**src/sv/lifeca_pkg.sv**
```systemverilog
// shared constants, codes and controller/datapath types of the life grid core
package lifeca_pkg;

    localparam int GRID_ROWS_DEF = 64;
    localparam int GRID_COLS_DEF = 256;

    localparam int OP_W        = 2;
    localparam int ROW_W       = 6;
    localparam int COL_W       = 8;
    localparam int ROWS_CFG_W  = 7;
    localparam int COLS_CFG_W  = 9;
    localparam int COUNT_W     = 15;
    localparam int IN_TDATA_W  = 24;
    localparam int OUT_TDATA_W = 16;
    localparam int CFG_IDX_W   = 1;
    localparam int CFG_DATA_W  = 9;
    localparam int NBR_W       = 4;

    localparam logic [OP_W-1:0] OP_WRITE   = 2'd0;
    localparam logic [OP_W-1:0] OP_READ    = 2'd1;
    localparam logic [OP_W-1:0] OP_ADVANCE = 2'd2;

    localparam logic [CFG_IDX_W-1:0] CFG_ROWS = 1'b0;
    localparam logic [CFG_IDX_W-1:0] CFG_COLS = 1'b1;

    localparam logic [ROWS_CFG_W-1:0] ROWS_RESET = 7'd60;
    localparam logic [COLS_CFG_W-1:0] COLS_RESET = 9'd200;

    localparam logic [COUNT_W-1:0] COUNT_MAX = 15'h7FFF;

    // B3/S23 neighbour counts
    localparam logic [NBR_W-1:0] SURVIVE_LOW = 4'd2;
    localparam logic [NBR_W-1:0] BIRTH_COUNT = 4'd3;

    typedef enum logic [1:0] {
        RD_ACCESS,
        RD_ROW,
        RD_ROW1,
        RD_ROW2
    } rd_sel_t;

    typedef enum logic [1:0] {
        WR_NONE,
        WR_CLEAR,
        WR_CELL,
        WR_ROW
    } wr_sel_t;

    typedef struct packed {
        logic    load_in;
        rd_sel_t rd_sel;
        wr_sel_t wr_sel;
        logic    row_inc;
        logic    load_here;
        logic    load_below;
        logic    shift_rows;
        logic    cell_step;
        logic    access_done;
        logic    load_out;
    } dp_cmd_t;

    typedef struct packed {
        logic is_advance;
        logic area_empty;
        logic col_last;
        logic row_last;
        logic clear_last;
    } dp_status_t;

endpackage

```
**src/sv/lifeca_ctrl.sv**
```systemverilog
// controller state machine of the life grid core
module lifeca_ctrl (
    input  logic                   clk,
    input  logic                   rst_n,
    input  logic                   s_tvalid,
    output logic                   s_tready,
    output logic                   m_tvalid,
    input  logic                   m_tready,
    input  lifeca_pkg::dp_status_t status,
    output lifeca_pkg::dp_cmd_t    cmd
);

    typedef enum logic [3:0] {
        ST_CLEAR,
        ST_IDLE,
        ST_DECODE,
        ST_ACC_DO,
        ST_ADV_HERE,
        ST_ADV_BELOW,
        ST_ADV_CELL,
        ST_ADV_WB,
        ST_FINISH
    } state_t;

    state_t state_reg;
    logic   m_valid_reg;

    always_comb
    begin
        cmd.load_in     = 1'b0;
        cmd.rd_sel      = lifeca_pkg::RD_ACCESS;
        cmd.wr_sel      = lifeca_pkg::WR_NONE;
        cmd.row_inc     = 1'b0;
        cmd.load_here   = 1'b0;
        cmd.load_below  = 1'b0;
        cmd.shift_rows  = 1'b0;
        cmd.cell_step   = 1'b0;
        cmd.access_done = 1'b0;
        cmd.load_out    = 1'b0;
        unique case (state_reg)
            ST_CLEAR:
            begin
                cmd.wr_sel  = lifeca_pkg::WR_CLEAR;
                cmd.row_inc = 1'b1;
            end
            ST_IDLE:
            begin
                cmd.load_in = s_tvalid;
            end
            ST_DECODE:
            begin
                cmd.rd_sel = status.is_advance ? lifeca_pkg::RD_ROW : lifeca_pkg::RD_ACCESS;
            end
            ST_ACC_DO:
            begin
                cmd.wr_sel      = lifeca_pkg::WR_CELL;
                cmd.access_done = 1'b1;
            end
            ST_ADV_HERE:
            begin
                cmd.load_here = 1'b1;
                cmd.rd_sel    = lifeca_pkg::RD_ROW1;
            end
            ST_ADV_BELOW:
            begin
                cmd.load_below = 1'b1;
            end
            ST_ADV_CELL:
            begin
                cmd.cell_step = 1'b1;
            end
            ST_ADV_WB:
            begin
                cmd.wr_sel     = lifeca_pkg::WR_ROW;
                cmd.shift_rows = 1'b1;
                cmd.row_inc    = 1'b1;
                cmd.rd_sel     = lifeca_pkg::RD_ROW2;
            end
            ST_FINISH:
            begin
                cmd.load_out = !m_valid_reg || m_tready;
            end
            default:
            begin
                cmd.load_out = 1'b0;
            end
        endcase
    end

    always_ff @(posedge clk or negedge rst_n)
    begin
        if (!rst_n)
        begin
            state_reg   <= ST_CLEAR;
            m_valid_reg <= 1'b0;
        end
        else
        begin
            if (cmd.load_out)
            begin
                m_valid_reg <= 1'b1;
            end
            else if (m_tready)
            begin
                m_valid_reg <= 1'b0;
            end

            unique case (state_reg)
                ST_CLEAR:
                begin
                    if (status.clear_last)
                    begin
                        state_reg <= ST_IDLE;
                    end
                end
                ST_IDLE:
                begin
                    if (s_tvalid)
                    begin
                        state_reg <= ST_DECODE;
                    end
                end
                ST_DECODE:
                begin
                    if (!status.is_advance)
                    begin
                        state_reg <= ST_ACC_DO;
                    end
                    else if (status.area_empty)
                    begin
                        state_reg <= ST_FINISH;
                    end
                    else
                    begin
                        state_reg <= ST_ADV_HERE;
                    end
                end
                ST_ACC_DO:
                begin
                    state_reg <= ST_FINISH;
                end
                ST_ADV_HERE:
                begin
                    state_reg <= ST_ADV_BELOW;
                end
                ST_ADV_BELOW:
                begin
                    state_reg <= ST_ADV_CELL;
                end
                ST_ADV_CELL:
                begin
                    if (status.col_last)
                    begin
                        state_reg <= ST_ADV_WB;
                    end
                end
                ST_ADV_WB:
                begin
                    state_reg <= status.row_last ? ST_FINISH : ST_ADV_BELOW;
                end
                ST_FINISH:
                begin
                    if (cmd.load_out)
                    begin
                        state_reg <= ST_IDLE;
                    end
                end
                default:
                begin
                    state_reg <= ST_IDLE;
                end
            endcase
        end
    end

    assign s_tready = (state_reg == ST_IDLE);
    assign m_tvalid = m_valid_reg;

endmodule

```
**config.mk**
```make
export PLATFORM = sky130hd
export DESIGN_NAME = lifeca_ctrl
export DESIGN_NICKNAME = d
export VERILOG_FILES = /design/src/sv/lifeca_pkg.sv /design/src/sv/lifeca_ctrl.sv
export SDC_FILE = /design/constraint.sdc
export NUM_CORES = 1
export LEC_CHECK = 0
export BUFFER_PORTS_ARGS = -buffer_cell sky130_fd_sc_hd__buf_2
export CORE_AREA = 2 2 39 41
export DETAILED_ROUTE_END_ITERATION = 16
export DIE_AREA = 0 0 41 43
export PLACE_DENSITY_LB_ADDON = 0.15
export SYNTH_ARGS = -nofsm -noshare
export SYNTH_HDL_FRONTEND = slang
export SYNTH_SLANG_ARGS = --single-unit
```
**constraint.sdc**
```tcl
create_clock -name clk -period 1.7 [get_ports clk]
set_input_delay 0.17 -clock clk [delete_from_list [all_inputs] [get_ports clk]]
set_output_delay 0.17 -clock clk [all_outputs]
set_load 0.01 [all_outputs]
```
==> metrics.md <==
| Metric | Value |
|---|---|
| Yosys top cell by area | dfrtp_1 |
| Largest net degree at the start of global routing | 9 |
| Syn Nets | 62 |
| CTS tree | built |
| DRT antenna net count | 0 |
| H-tree depth | 1 |
| R2r startpoint | state_reg[0] |
| Min Tclk post-route | 1.652 ns |
| Setup violations, final | 0 |
| Via/cell ratio | 4.961 |
| Initial antenna violation count | 0 |
| Io pins | 23 |
| Max-cap violations | 0 |
| Share of total power in sequential cells | 0.176 |
| Die Y | 43 microns |
| Switching portion of total power | 0.4050 |
| Synth area leaders | dfrtp_1 (28%), nor3_1 (6.8%), and2b_2 (5.9%), or2b_2 (5.9%), buf_4 (5.1%) |
| Clock power share | 0.110 |
| Post-Syn Area | 444.2 sq um |
| WHS | 0.1613 ns |
| Least-Margin Pin Slew | 0.2056 ns |
| Final Skew | 0.001642 ns |
| Top cell type's share of synthesized area | 0.2817 |
| Int Pwr | 715.8 uW |
| Synth warn | 0 |
| Unrepaired setup endpoints after global routing | yes |
| Worst Hold Path EP | state_reg[2] |
| Total wire length | 1194 microns |
| Max Freq | 0.6052 GHz |
| Post-synth EDFFs | 0 |
| First-pass GRT wire length | 1863 microns |
| CTS Buf Count | 3 |
| Sw power | 487.2 uW |
| Final hold vios | 0 |
| FP Rows | 14 |
| Synth unique cells | 25 |
| Largest buffer count on any clock path | 2 |
| Hold path start | status[3] |
| Data arrival, critical path | 1.48 ns |
| Req. time, crit path | 1.53 ns |
| Synthesized area per cell | 8.381 sq um |
| Count leader, synth | nor3_1 |
| Layout cell share with drive strength beyond 1 | 0.5862 |
| Reg2reg path depth | 5 |
| Mapped Cells | 53 |
| Quantity of I/O buffers inserted on ports | 22 |
| Post-synthesis register bit count | 5 |
| Number of flip-flops in the largest register | 4 |
| Placed Instances | 93 |
| Placer Congestion | 0.7683 |
| Reg clk slew, reported paths | 0.04 ns |
| Starting Density | 0.3210 |
| Status | finished clean |
| Hpwl dp | 869.1 microns |
| Routed vias | 511 |
| Worst hold path type | primary input to flip-flop |
| Die span in x | 41 microns |
| R2R Path End | state_reg[0] |
| GRT overflow | 0 |
| Startpoint types | flip-flop |
| Worst Path Max Fanout | 3 |
| CP Capture Type | primary output |
| Overall Power | 1.203 mW |
| Slew Limit Fails | 0 |
| Max rail drop VDD | 0.8280 mV |
| Cell Count, Final, Fillers Out | 103 |
| Die footprint | 1763 sq um |
| Drt initial violations | 2 |
| LEAKAGE | 0.3779 nW |
| Clock Latency Late Sink | 0.23 ns |
| DRC Markers | 0 |
| Worst slew margin | 0.8615 |
| Vias in the first global route | 446 |
| CTS Sinks | 5 |
| Total track usage | 0.1501 |
| Reg-to-reg slack, setup | 0.06 ns |
| Commonest cells in the netlist | nor3_1 (6), dfrtp_1 (5), a21oi_1 (4) |
| Final Cycle Share | 0.9720 |
| Pre-Repair DR Iteration Count | 4 |
| Synth Flop Type | dfrtp_1 |
| Core Region | 1384 sq um |
| Root buf cell | clkbuf_4 |
| Area delta synth->final | 56.62% |
| Hold path depth | 2 |
| Sequential share of the synthesized area | 0.2817 |
| Ys async rst share | 1.000 |
| Diode count | 0 |
| Wirelength per Cell | 11.59 microns |
| Nets@finish | 97 |
| Cell area power density | 1729 nW/um^2 |
| Critical path class | flip-flop to primary output |
| Combinational Power Share | 0.714 |
worst max-delay path by stage:
stage	startpoint	to
2_1_floorplan	state_reg[2]	state_reg[0]
3_3_place_gp	state_reg[0]	state_reg[0]
3_5_place_dp	state_reg[0]	state_reg[0]
4_1_cts	state_reg[0]	cmd[0]
5_1_grt	state_reg[0]	cmd[0]
6_report	state_reg[0]	cmd[0]
placed cells by master, fill, tap and decap left out, types with 2 or more instances in the layout:
cell      count
buf_2        21
buf_4         8
nor3_1        5
dfrtp_1       5
buf_6         4
or2b_2        3
and2b_2       3
inv_1         3
nand2_1       3
nand2b_1      3
nor2_1        3
a21oi_1       3
clkbuf_4      3
nand3_1       2
and3_1        2
critical path, stage by stage (launching register included):
cell and delay [ns]:
dfrtp_1 0.40, or4b_4 0.53, and2b_2 0.23, buf_6 0.09
power by group through the flow:
| stage | Combinational [mW] | Clock, mW | Sequential, mW |
|---|---|---|---|
| floorplan | 0.514 | 0 | 0.203 |
| global placement | 0.718 | 0 | 0.225 |
| detailed placement | 0.715 | 0 | 0.223 |
| CTS | 0.829 | 0.135 | 0.211 |
| global route | 0.944 | 0.141 | 0.218 |
| finish | 0.859 | 0.132 | 0.212 |
cell type report:
cell class                      count  area, sq um
Sequential cell                     5        125.1
Inverter                            3        11.26
Fill cell                         139        688.2
Multi-Input combinational cell     41        292.8
Timing Repair Buffer               34        220.2
Clock buffer                        4        26.28
Tap cell                           16        20.02
stage by stage:
stage          setup TNS, ns  cell area (sq um)  setup WS, ns  utilization
6_report                   0              695.7       0.04753       0.5027
5_1_grt            -0.004857              695.7     -0.004857       0.5027
4_1_cts                    0              674.4       0.03078       0.4873
3_5_place_dp               0              585.6        0.1331       0.4231
3_3_place_gp               0              585.6        0.1493       0.4231
2_1_floorplan              0              444.2       0.09937            -
cell families after synthesis:
family                 Yosys count  share of synthesized area
muxes                            2                    0.05914
and+or+nand+nor                 30                     0.4198
DFF                              5                     0.2817
AOI/OAI and AO/OA                9                     0.1380
buffers and inverters            7                     0.1014
routing by layer:
metal	vias up	track usage	share of wire
met2	20	0.2250	0.48
met5	-	0	0
met3	0	0.02618	0.075
met4	0	0.06000	0
met1	238	0.2045	0.44
li1	253	-	-
what timing repair did:
item | in CTS | in global routing
buffers inserted | 5 | 0
hold endpoints to repair | 5 | 0
cloned | 0 | 0
gates resized for setup | 4 | 4
endpoints found under the setup margin | 3 | 5
pin swaps | 2 | 1
hold buffers | 1 | 0
Power figures use the tool's default switching activity.
